`src/hdl/bht_pkg.sv`:
```
// ----------------------------------------------------------------------------
// bht_pkg
// Types, codes and constants of the button hold-time tracker.
// ----------------------------------------------------------------------------
package bht_pkg;

  localparam int NUM_BUTTONS_DEF   = 16;
  localparam int FRACTION_BITS_DEF = 12;

  localparam int ACT_W     = 2;
  localparam int BTN_IN_W  = 4;
  localparam int KEY_W     = 9;
  localparam int TIME_W    = 32;
  localparam int FRAME_W   = 8;
  localparam int STAT_W    = 2;
  localparam int CFG_W     = 10;
  localparam int CFG_IDX_W = 2;
  localparam int FLAG_W    = 3;

  // button, key_code, event_time_ms, now_ms, frame_ms = 85 bits, padded
  localparam int IN_TDATA_W = 88;
  // status, held, impulse_down, impulse_up ahead of the fraction
  localparam int OUT_HDR_W  = 5;

  typedef enum logic [ACT_W-1:0] {
    ACT_DOWN   = 2'd0,
    ACT_UP     = 2'd1,
    ACT_SAMPLE = 2'd2,
    ACT_NONE   = 2'd3
  } action_t;

  typedef enum logic [STAT_W-1:0] {
    STS_APPLIED   = 2'd0,
    STS_REPEAT    = 2'd1,
    STS_THIRD_KEY = 2'd2,
    STS_UNMATCHED = 2'd3
  } result_status_t;

  localparam logic [CFG_IDX_W-1:0] REG_DOWN_OFFSET = 2'd0;
  localparam logic [CFG_IDX_W-1:0] REG_UP_CREDIT   = 2'd1;

  localparam logic [CFG_W-1:0] DOWN_OFFSET_RST = 10'd100;
  localparam logic [CFG_W-1:0] UP_CREDIT_RST   = 10'd10;

  localparam logic [KEY_W-1:0] KEY_EMPTY  = 9'h000;
  localparam logic [KEY_W-1:0] KEY_MANUAL = 9'h1FF;

  localparam logic [FRAME_W-1:0] FRAME_MIN = 8'd1;

  // flag bit positions
  localparam int HELD_BIT     = 0;
  localparam int IMP_DOWN_BIT = 1;
  localparam int IMP_UP_BIT   = 2;

  typedef struct packed {
    logic [KEY_W-1:0]  key_a;
    logic [KEY_W-1:0]  key_b;
    logic [FLAG_W-1:0] flags;
    logic [TIME_W-1:0] press_time;
    logic [TIME_W-1:0] held_total;
  } rec_t;

  typedef struct packed {
    logic load_item;
    logic rd_en;
    logic exec;
    logic div_init;
    logic div_step;
    logic out_load;
  } cmd_t;

  typedef struct packed {
    logic sample_go;
    logic div_last;
  } sts_t;

endpackage

```
`src/hdl/bht_ctrl.sv`:
```
// ----------------------------------------------------------------------------
// bht_ctrl
// Sequencer: accept, record read, update, optional division, result hand-off.
// ----------------------------------------------------------------------------
module bht_ctrl (
  input  logic          clk,
  input  logic          rst,
  input  logic          s_tvalid,
  output logic          s_tready,
  output logic          m_tvalid,
  input  logic          m_tready,
  input  bht_pkg::sts_t sts,
  output bht_pkg::cmd_t cmd
);

  typedef enum logic [5:0] {
    ST_IDLE  = 6'b000001,
    ST_READ  = 6'b000010,
    ST_EXEC  = 6'b000100,
    ST_SETUP = 6'b001000,
    ST_DIV   = 6'b010000,
    ST_DONE  = 6'b100000
  } state_t;

  state_t state, state_next;
  logic   out_valid, out_valid_next;
  logic   out_free;

  assign out_free = !out_valid || m_tready;

  always_comb begin
    state_next = state;
    cmd        = '0;
    case (state)
      ST_IDLE: begin
        if (s_tvalid) begin
          cmd.load_item = 1'b1;
          state_next    = ST_READ;
        end
      end
      ST_READ: begin
        cmd.rd_en  = 1'b1;
        state_next = ST_EXEC;
      end
      ST_EXEC: begin
        cmd.exec   = 1'b1;
        state_next = sts.sample_go ? ST_SETUP : ST_DONE;
      end
      ST_SETUP: begin
        cmd.div_init = 1'b1;
        state_next   = ST_DIV;
      end
      ST_DIV: begin
        cmd.div_step = 1'b1;
        if (sts.div_last) state_next = ST_DONE;
      end
      ST_DONE: begin
        if (out_free) begin
          cmd.out_load = 1'b1;
          state_next   = ST_IDLE;
        end
      end
      default: state_next = ST_IDLE;
    endcase
  end

  always_comb begin
    out_valid_next = out_valid;
    if (cmd.out_load) out_valid_next = 1'b1;
    else if (m_tready) out_valid_next = 1'b0;
  end

  always_ff @(posedge clk) begin
    if (rst) begin
      state     <= ST_IDLE;
      out_valid <= 1'b0;
    end else begin
      state     <= state_next;
      out_valid <= out_valid_next;
    end
  end

  assign s_tready = (state == ST_IDLE);
  assign m_tvalid = out_valid;

endmodule

```
`src/hdl/bht_dpath.sv`:
```
// ----------------------------------------------------------------------------
// bht_dpath
// Button record memory, event update, restoring divider and result register.
// ----------------------------------------------------------------------------
module bht_dpath #(
  parameter int NUM_BUTTONS   = bht_pkg::NUM_BUTTONS_DEF,
  parameter int FRACTION_BITS = bht_pkg::FRACTION_BITS_DEF
) (
  input  logic                              clk,
  input  logic                              rst,
  // configuration
  input  logic                              cfg_we,
  input  logic [bht_pkg::CFG_IDX_W-1:0]     cfg_index,
  input  logic [bht_pkg::CFG_W-1:0]         cfg_data,
  // item fields
  input  logic [bht_pkg::ACT_W-1:0]         action,
  input  logic [bht_pkg::BTN_IN_W-1:0]      button,
  input  logic [bht_pkg::KEY_W-1:0]         key_code,
  input  logic [bht_pkg::TIME_W-1:0]        event_time_ms,
  input  logic [bht_pkg::TIME_W-1:0]        now_ms,
  input  logic [bht_pkg::FRAME_W-1:0]       frame_ms,
  // control
  input  bht_pkg::cmd_t                     cmd,
  output bht_pkg::sts_t                     sts,
  // result fields
  output logic [bht_pkg::STAT_W-1:0]        status,
  output logic                              held,
  output logic                              impulse_down,
  output logic                              impulse_up,
  output logic [FRACTION_BITS:0]            fraction_q12
);

  localparam int BTN_W = (NUM_BUTTONS > 1) ? $clog2(NUM_BUTTONS) : 1;
  localparam int CNT_W = $clog2(FRACTION_BITS + 1);
  localparam logic [FRACTION_BITS:0] FRAC_ONE = {1'b1, {FRACTION_BITS{1'b0}}};

  // configuration registers
  logic [bht_pkg::CFG_W-1:0] down_offset, up_credit;

  always_ff @(posedge clk) begin
    if (rst) begin
      down_offset <= bht_pkg::DOWN_OFFSET_RST;
      up_credit   <= bht_pkg::UP_CREDIT_RST;
    end else if (cfg_we) begin
      case (cfg_index)
        bht_pkg::REG_DOWN_OFFSET: down_offset <= cfg_data;
        bht_pkg::REG_UP_CREDIT:   up_credit   <= cfg_data;
        default: ;
      endcase
    end
  end

  // item registers
  bht_pkg::action_t             act_q;
  logic [BTN_W-1:0]             idx_q;
  logic                         in_range_q;
  logic [bht_pkg::KEY_W-1:0]    key_q;
  logic [bht_pkg::TIME_W-1:0]   evt_q, now_q;
  logic [bht_pkg::FRAME_W-1:0]  frame_q;
  logic [8:0]                   btn_ext;

  assign btn_ext = 9'(button);

  always_ff @(posedge clk) begin
    if (cmd.load_item) begin
      act_q      <= bht_pkg::action_t'(action);
      idx_q      <= btn_ext[BTN_W-1:0];
      in_range_q <= (btn_ext < 9'(NUM_BUTTONS));
      key_q      <= key_code;
      evt_q      <= event_time_ms;
      now_q      <= now_ms;
      frame_q    <= frame_ms;
    end
  end

  // record store; an entry not yet written reads as the reset record
  bht_pkg::rec_t          mem [NUM_BUTTONS];
  logic [NUM_BUTTONS-1:0] vld;
  bht_pkg::rec_t          rd_rec;
  logic                   rd_vld;
  logic                   apply;
  bht_pkg::rec_t          cur, nxt;

  assign apply = in_range_q && (act_q != bht_pkg::ACT_NONE);

  always_ff @(posedge clk) begin
    if (cmd.rd_en) rd_rec <= mem[idx_q];
    if (cmd.exec && apply) mem[idx_q] <= nxt;
  end

  always_ff @(posedge clk) begin
    if (rst) begin
      vld    <= '0;
      rd_vld <= 1'b0;
    end else begin
      if (cmd.rd_en) rd_vld <= vld[idx_q];
      if (cmd.exec && apply) vld[idx_q] <= 1'b1;
    end
  end

  // event update
  bht_pkg::result_status_t    res_st;
  logic [bht_pkg::TIME_W-1:0] ms_next, up_delta;

  always_comb begin
    cur      = rd_vld ? rd_rec : '0;
    nxt      = cur;
    res_st   = bht_pkg::STS_APPLIED;
    ms_next  = cur.held_total;
    up_delta = (evt_q != '0) ? (evt_q - cur.press_time) : bht_pkg::TIME_W'(up_credit);
    case (act_q)
      bht_pkg::ACT_DOWN: begin
        if (key_q == cur.key_a || key_q == cur.key_b) begin
          res_st = bht_pkg::STS_REPEAT;
        end else if (cur.key_a == bht_pkg::KEY_EMPTY) begin
          nxt.key_a = key_q;
        end else if (cur.key_b == bht_pkg::KEY_EMPTY) begin
          nxt.key_b = key_q;
        end else begin
          res_st = bht_pkg::STS_THIRD_KEY;
        end
        if (res_st == bht_pkg::STS_APPLIED && !cur.flags[bht_pkg::HELD_BIT]) begin
          nxt.press_time = (evt_q != '0) ? evt_q
                                         : now_q - bht_pkg::TIME_W'(down_offset);
          nxt.flags[bht_pkg::HELD_BIT]     = 1'b1;
          nxt.flags[bht_pkg::IMP_DOWN_BIT] = 1'b1;
        end
      end
      bht_pkg::ACT_UP: begin
        if (key_q == bht_pkg::KEY_MANUAL) begin
          nxt.key_a = bht_pkg::KEY_EMPTY;
          nxt.key_b = bht_pkg::KEY_EMPTY;
          nxt.flags = '0;
          nxt.flags[bht_pkg::IMP_UP_BIT] = 1'b1;
        end else begin
          if (cur.key_a == key_q) nxt.key_a = bht_pkg::KEY_EMPTY;
          else if (cur.key_b == key_q) nxt.key_b = bht_pkg::KEY_EMPTY;
          else res_st = bht_pkg::STS_UNMATCHED;
          if (res_st == bht_pkg::STS_APPLIED && nxt.key_a == bht_pkg::KEY_EMPTY &&
              nxt.key_b == bht_pkg::KEY_EMPTY && cur.flags[bht_pkg::HELD_BIT]) begin
            nxt.held_total = cur.held_total + up_delta;
            nxt.flags[bht_pkg::HELD_BIT]   = 1'b0;
            nxt.flags[bht_pkg::IMP_UP_BIT] = 1'b1;
          end
        end
      end
      bht_pkg::ACT_SAMPLE: begin
        nxt.flags = '0;
        nxt.flags[bht_pkg::HELD_BIT] = cur.flags[bht_pkg::HELD_BIT];
        nxt.held_total = '0;
        if (cur.flags[bht_pkg::HELD_BIT]) begin
          ms_next        = cur.held_total + (now_q - cur.press_time);
          nxt.press_time = now_q;
        end
      end
      default: ;
    endcase
  end

  // result fields captured at update time
  logic [bht_pkg::STAT_W-1:0] res_status_q;
  logic                       res_held_q, res_imp_d_q, res_imp_u_q, sample_q;
  logic [bht_pkg::TIME_W-1:0] ms_q;

  always_ff @(posedge clk) begin
    if (cmd.exec) begin
      ms_q <= ms_next;
      if (apply) begin
        res_status_q <= res_st;
        res_held_q   <= nxt.flags[bht_pkg::HELD_BIT];
        sample_q     <= (act_q == bht_pkg::ACT_SAMPLE);
        if (act_q == bht_pkg::ACT_SAMPLE) begin
          res_imp_d_q <= cur.flags[bht_pkg::IMP_DOWN_BIT];
          res_imp_u_q <= cur.flags[bht_pkg::IMP_UP_BIT];
        end else begin
          res_imp_d_q <= nxt.flags[bht_pkg::IMP_DOWN_BIT];
          res_imp_u_q <= nxt.flags[bht_pkg::IMP_UP_BIT];
        end
      end else begin
        res_status_q <= bht_pkg::STS_APPLIED;
        res_held_q   <= 1'b0;
        res_imp_d_q  <= 1'b0;
        res_imp_u_q  <= 1'b0;
        sample_q     <= 1'b0;
      end
    end
  end

  assign sts.sample_go = apply && (act_q == bht_pkg::ACT_SAMPLE);

  // restoring divider: (ms << FRACTION_BITS) / frame, one quotient bit a cycle;
  // the quotient is used only when ms < frame (else one), so the remainder fits the frame width
  logic [bht_pkg::FRAME_W-1:0] frame_eff, rem;
  logic [FRACTION_BITS-1:0]    quo;
  logic [CNT_W-1:0]            cnt;
  logic                        neg_q, clamp_q;
  logic [bht_pkg::FRAME_W:0]   rem2, rem_sub;
  logic                        ge;

  assign frame_eff = (frame_q == '0) ? bht_pkg::FRAME_MIN : frame_q;
  assign rem2      = {rem, 1'b0};
  assign rem_sub   = rem2 - {1'b0, frame_eff};
  assign ge        = (rem2 >= {1'b0, frame_eff});

  always_ff @(posedge clk) begin
    if (cmd.div_init) begin
      neg_q   <= ms_q[bht_pkg::TIME_W-1];
      clamp_q <= (ms_q[bht_pkg::TIME_W-1:bht_pkg::FRAME_W] != '0) ||
                 (ms_q[bht_pkg::FRAME_W-1:0] >= frame_eff);
      rem     <= ms_q[bht_pkg::FRAME_W-1:0];
      quo     <= '0;
      cnt     <= CNT_W'(FRACTION_BITS);
    end else if (cmd.div_step) begin
      rem <= ge ? rem_sub[bht_pkg::FRAME_W-1:0] : rem2[bht_pkg::FRAME_W-1:0];
      quo <= {quo[FRACTION_BITS-2:0], ge};
      cnt <= cnt - CNT_W'(1);
    end
  end

  assign sts.div_last = (cnt == CNT_W'(1));

  // output register
  logic [FRACTION_BITS:0] frac_sel;

  always_comb begin
    frac_sel = '0;
    if (sample_q && !neg_q) frac_sel = clamp_q ? FRAC_ONE : {1'b0, quo};
  end

  always_ff @(posedge clk) begin
    if (cmd.out_load) begin
      status       <= res_status_q;
      held         <= res_held_q;
      impulse_down <= res_imp_d_q;
      impulse_up   <= res_imp_u_q;
      fraction_q12 <= frac_sel;
    end
  end

endmodule

```
`src/hdl/button_hold_time_tracker.sv`:
```
// Flow: key up/down pass READ, EXEC and DONE from accept to m_tvalid; a sample also
// passes SETUP and DIV, the divider producing one quotient bit per cycle.
// A new item is accepted only in IDLE, so the block takes no new item before the last
// one has been loaded into the result register; items are serialized.
// Reset: sync, active high; all records read as zero, config back to 100 / 10 ms.
// ----------------------------------------------------------------------------
// button_hold_time_tracker
// Per-button two-key hold tracking with held-fraction sampling.
// ----------------------------------------------------------------------------
module button_hold_time_tracker #(
  parameter int NUM_BUTTONS   = bht_pkg::NUM_BUTTONS_DEF,  // 1..256
  parameter int FRACTION_BITS = bht_pkg::FRACTION_BITS_DEF // 4..16
) (
  input  logic                               clk,
  input  logic                               rst,
  // input stream
  input  logic                               s_tvalid,
  output logic                               s_tready,
  // [3:0] button, [12:4] key_code, [44:13] event_time_ms, [76:45] now_ms,
  // [84:77] frame_ms, rest zero
  input  logic [bht_pkg::IN_TDATA_W-1:0]     s_tdata,
  // [1:0] action
  input  logic [bht_pkg::ACT_W-1:0]          s_tuser,
  // result stream
  output logic                               m_tvalid,
  input  logic                               m_tready,
  // [1:0] status, [2] held, [3] impulse_down, [4] impulse_up,
  // [FRACTION_BITS+5:5] fraction_q12, rest zero
  output logic [((bht_pkg::OUT_HDR_W + FRACTION_BITS + 1 + 7) / 8) * 8 - 1:0] m_tdata,
  // configuration write channel
  input  logic                               cfg_valid,
  output logic                               cfg_ready,
  input  logic [bht_pkg::CFG_IDX_W-1:0]      cfg_index,
  input  logic [bht_pkg::CFG_W-1:0]          cfg_data
);

  localparam int OUT_TDATA_W = ((bht_pkg::OUT_HDR_W + FRACTION_BITS + 1 + 7) / 8) * 8;

  bht_pkg::cmd_t cmd;
  bht_pkg::sts_t sts;

  logic [bht_pkg::STAT_W-1:0] status;
  logic                       held, impulse_down, impulse_up;
  logic [FRACTION_BITS:0]     fraction_q12;

  // config registers are plain flops, a write always completes
  assign cfg_ready = 1'b1;

  // Controller walks IDLE -> READ -> EXEC -> (SETUP -> DIV until the last quotient bit) -> DONE.
  // DONE waits only if the previous result has not been taken.
  bht_ctrl u_ctrl (
    .clk      (clk),
    .rst      (rst),
    .s_tvalid (s_tvalid),
    .s_tready (s_tready),
    .m_tvalid (m_tvalid),
    .m_tready (m_tready),
    .sts      (sts),
    .cmd      (cmd)
  );

  // Datapath: item registers, record memory with valid bits, update logic,
  // bit-serial divider and the result register feeding m_tdata.
  bht_dpath #(
    .NUM_BUTTONS   (NUM_BUTTONS),
    .FRACTION_BITS (FRACTION_BITS)
  ) u_dpath (
    .clk           (clk),
    .rst           (rst),
    .cfg_we        (cfg_valid && cfg_ready),
    .cfg_index     (cfg_index),
    .cfg_data      (cfg_data),
    .action        (s_tuser),
    .button        (s_tdata[3:0]),
    .key_code      (s_tdata[12:4]),
    .event_time_ms (s_tdata[44:13]),
    .now_ms        (s_tdata[76:45]),
    .frame_ms      (s_tdata[84:77]),
    .cmd           (cmd),
    .sts           (sts),
    .status        (status),
    .held          (held),
    .impulse_down  (impulse_down),
    .impulse_up    (impulse_up),
    .fraction_q12  (fraction_q12)
  );

  assign m_tdata = OUT_TDATA_W'({fraction_q12, impulse_up, impulse_down, held, status});

endmodule

```
`config.mk`:
```
export PLATFORM = sky130hd
export DESIGN_NAME = button_hold_time_tracker
export DESIGN_NICKNAME = d
export VERILOG_FILES = /design/src/hdl/bht_pkg.sv /design/src/hdl/bht_ctrl.sv /design/src/hdl/bht_dpath.sv /design/src/hdl/button_hold_time_tracker.sv
export SDC_FILE = /design/constraint.sdc
export NUM_CORES = 2
export LEC_CHECK = 0
export ABC_AREA = 1
export BUFFER_PORTS_ARGS = -buffer_cell sky130_fd_sc_hd__buf_2
export CAP_MARGIN = 20
export CORE_ASPECT_RATIO = 1.1
export CORE_UTILIZATION = 48
export DETAILED_ROUTE_END_ITERATION = 16
export SLEW_MARGIN = 20
export SYNTH_ARGS = -nofsm -noshare
export SYNTH_HDL_FRONTEND = slang
export SYNTH_SLANG_ARGS = --single-unit
```
`constraint.sdc`:
```
create_clock -name clk -period 10.5 [get_ports clk]
set_input_delay 1.575 -clock clk [delete_from_list [all_inputs] [get_ports clk]]
set_output_delay 1.575 -clock clk [all_outputs]
set_load 0.01 [all_outputs]
```
==> Implementation_results.wiki <==
{| class="wikitable"
! Metric !! Value
|-
| Type of origin of the critical path || flip-flop
|-
| Clock tree sinks || 1658
|-
| Synthesized area || 71000 um2
|-
| Non-filler cells, final || 7782
|-
| Tightest Pin Transition || 1.22 ns
|-
| Number of cell rows || 147
|-
| Final count of hold timing violations || 0
|-
| Wire per inst || 27.9 um
|-
| Cell Count Post-Placement || 7474
|-
| Total routing resource utilization after global routing || 28.8%
|-
| Count of endpoints failing setup in the final report || 0
|-
| Endpoint of the most critical setup path || u_dpath.mem[6][31]
|-
| Cell occurring most often along the worst timing path || nand2_1
|-
| Path depth of the worst reg2reg path || 30
|-
| Number of post-CTS setup repair buffers || 0
|-
| Crit path max-delay cell type || nor2_1
|-
| Crit path launch || u_dpath.rd_vld
|-
| Data required time at the worst endpoint || 10.97 ns
|-
| Number of different library cells in the post-synthesis netlist || 56
|-
| Number of nets with antenna violations after routing || 0
|-
| PnR Total Power || 14.6 mW
|-
| Share of the clock period used by the worst path after layout || 62.2%
|-
| Worst clock skew || 0.0413 ns
|-
| MaxCap Viol Count || 0
|-
| Clock tree from TritonCTS || built
|-
| Outcome || completed
|-
| Post-detail-place hpwl || 132000 um
|-
| HP Class || reg -> reg
|-
| Setup slack of the most critical reg-to-reg path || 3.97 ns
|-
| Asr flop ratio synth || 0%
|-
| First-pass GRT wire length || 313000 um
|-
| Commonest cells in the synthesized netlist || edfxtp_1, a22oi_1, nand2_1
|-
| Minimum hold slack || 0.423 ns
|-
| Launch instance of the worst min-delay path || u_dpath.res_status_q[1]
|-
| Die span in y || 405 um
|-
| # nets final || 5978
|-
| Largest driver fanout on the critical path || 30
|-
| Top-level I/O count || 134
|-
| Chip width || 369 um
|-
| Number of flops mapped to enable cells by yosys || 1598
|-
| RePlAce Congestion || 0.975
|-
| Count of hold-fix buffers inserted at cts || 0
|-
| CTS root buf || clkbuf_16
|-
| Number of cells produced by synthesis || 5574
|-
| Initial antenna violation count || 6
|-
| H-tree depth || 4
|-
| Core area || 146000 um2
|-
| Synthesis warning total || 0
|-
| Overflow left after global routing || 0
|-
| Fraction of final layout cells sized beyond drive strength 1 || 8.93%
|-
| 1st-pass router iterations || 12
|-
| Final critical path time including I/O delays and setup || 6.53 ns
|-
| Maximum number of pins on one net before global-route repair || 145
|-
| Crit Reg-Reg Endpoint || u_dpath.mem[6][31]
|-
| Detailed-route vias per instance || 6.08
|-
| Effective utilization at floorplan || 48.5%
|-
| Top-area cell type share of the netlist area || 67.6%
|-
| DRT Wirelength || 217000 um
|-
| WS Path Type || reg -> reg
|-
| Via count of the first global-routing pass || 46260
|-
| Starting DRT DRC Count || 5295
|-
| Number of buffer cells added on primary ports || 123
|-
| Most frequent cell after synthesis || edfxtp_1
|-
| Cell type with the highest aggregate area in the netlist || edfxtp_1
|-
| Peak ir drop on the vdd network || 0.130 mV
|-
| Category of the worst setup path capture point || flip-flop
|-
| RSZ-0062 raised after global routing || no
|-
| Post-synthesis average cell area || 12.7 um2
|-
| Register bit count reported by yosys || 1658
|-
| Achievable clock frequency || 153 MHz
|-
| Synth-to-Final Area Change || 11.7%
|-
| Cts bufs inserted || 166
|-
| Number of buffers on the longest clock path || 3
|-
| CP arrival || 7.00 ns
|-
| Biggest cell delay along the critical path || 0.78 ns
|-
| Reg2Reg Launch Point || u_dpath.rd_vld
|-
| Die area || 149000 um2
|-
| Final count of pins violating max slew || 0
|-
| Post-cts resize count || 0
|-
| Sequential area share after synthesis || 69.3%
|-
| Area contributors post-synth || edfxtp_1, a22oi_1, a21oi_1, nand2_1, inv_1
|-
| Setup TNS Final || 0 ns
|-
| Leakage || 28.0 nW
|-
| Most instantiated flip-flop cell in the synthesis netlist || edfxtp_1
|-
| Vias after detailed routing || 47325
|-
| Finished Core Util || 54.2%
|-
| Worst slew margin relative to its limit || 18.3%
|-
| Clk pin slew, worst setup/hold paths || 0.07 ns
|-
| Post-route DRC || 0
|-
| Power density over cell area || 184 nW/um2
|-
| Later-pin clock latency in the skew report || 0.84 ns
|}
## worst max-delay path: cells and delay by family (launching register included)
| kind | cells | cell delay (ns) |
|---|---|---|
| buffers and inverters | 4 | 0.77 |
| adders and majority gates | 3 | 0.90 |
| DFF | 1 | 0.58 |
| AOI/OAI and AO/OA | 7 | 1.73 |
| and+or+nand+nor | 16 | 2.15 |
## metal layers
metal / GRT usage (%) / wire length (um) / vias to the layer above
li1: - / - / 21240
met1: 41.2 / 93700 / 23824
met2: 46.2 / 103000 / 1994
met3: 4.51 / 16300 / 265
met4: 7.24 / 4660 / 2
met5: 0 / 20 / -
## registers in the layout, summed over array words and instances (netlist names), 9 cells and up
signal / flops
u_dpath.key_q: 9
u_dpath.vld: 16
u_dpath.up_credit: 10
u_dpath.mem: 1360
u_dpath.ms_q: 32
u_dpath.now_q: 32
u_dpath.quo: 12
u_dpath.rd_rec: 85
u_dpath.fraction_q12: 13
u_dpath.evt_q: 32
u_dpath.down_offset: 10
## kinds of logic (layout without fill, tap and decap cells)
family,count (synthesis),in the layout,synth area share (%)
AND/OR/NAND/NOR,1346,1346,8.34
adder cells (fa/ha/maj),162,162,3.23
flip-flops,1658,1658,69.3
other,2,9,0.0106
AO/OA/AOI/OAI,1635,1635,14.5
buffers and inverters,713,977,3.92
XOR/XNOR,58,58,0.716
## worst min-delay path by stage
| stage | to | slack, ns | depth (start not counted) |
|---|---|---|---|
| global route | u_dpath.status[0] | 0.44 | 0 |
| floorplan | u_dpath.held | 0.40 | 0 |
| finish | u_dpath.status[1] | 0.42 | 0 |
| global placement | u_dpath.status[1] | 0.41 | 0 |
| detailed placement | u_dpath.status[1] | 0.41 | 0 |
| CTS | u_dpath.status[1] | 0.43 | 0 |
## area by class of cell
type / count / area [um2]
diodes: 2 / 5.00
repair buffers: 228 / 1470
flip-flops and latches: 1658 / 49200
inverters: 447 / 1700
multi-input cells: 3208 / 19300
clock inverters: 90 / 768
well taps: 1937 / 2420
fillers: 12383 / 67100
clock buffers: 212 / 4430
## power breakdown
part	switching, mW	internal [mW]	total, mW	leakage, nW
Combinational	1.03	0.431	1.46	10.6
Sequential	0.0722	7.33	7.40	14.9
Clock	2.53	3.19	5.72	2.52
## through the flow
step / worst slack, ns / instance area (um2)
floorplan: 0.900 / 71000
global placement: 4.10 / 73900
detailed placement: 3.98 / 74000
CTS: 3.93 / 79200
global route: 3.30 / 79300
finish: 3.97 / 79300
## cells in the final DEF, fill, tap and decap left out, types with 25 or more instances in the layout
cell       count
edfxtp_1    1598
a22oi_1      717
nand2_1      675
a21oi_1      549
inv_1        435
nor2_1       275
o21ai_0      201
clkbuf_16    170
nand3_1      144
ha_1         127
buf_2        123
buf_4         99
or4_1         87
dfxtp_1       59
nand4_1       51
clkinv_1      41
clkbuf_1      40
nor3_1        39
fa_1          35
xor2_1        30
o22ai_1       29
xnor2_1       28
o21ai_1       25
(Power assumes the default switching activity.)
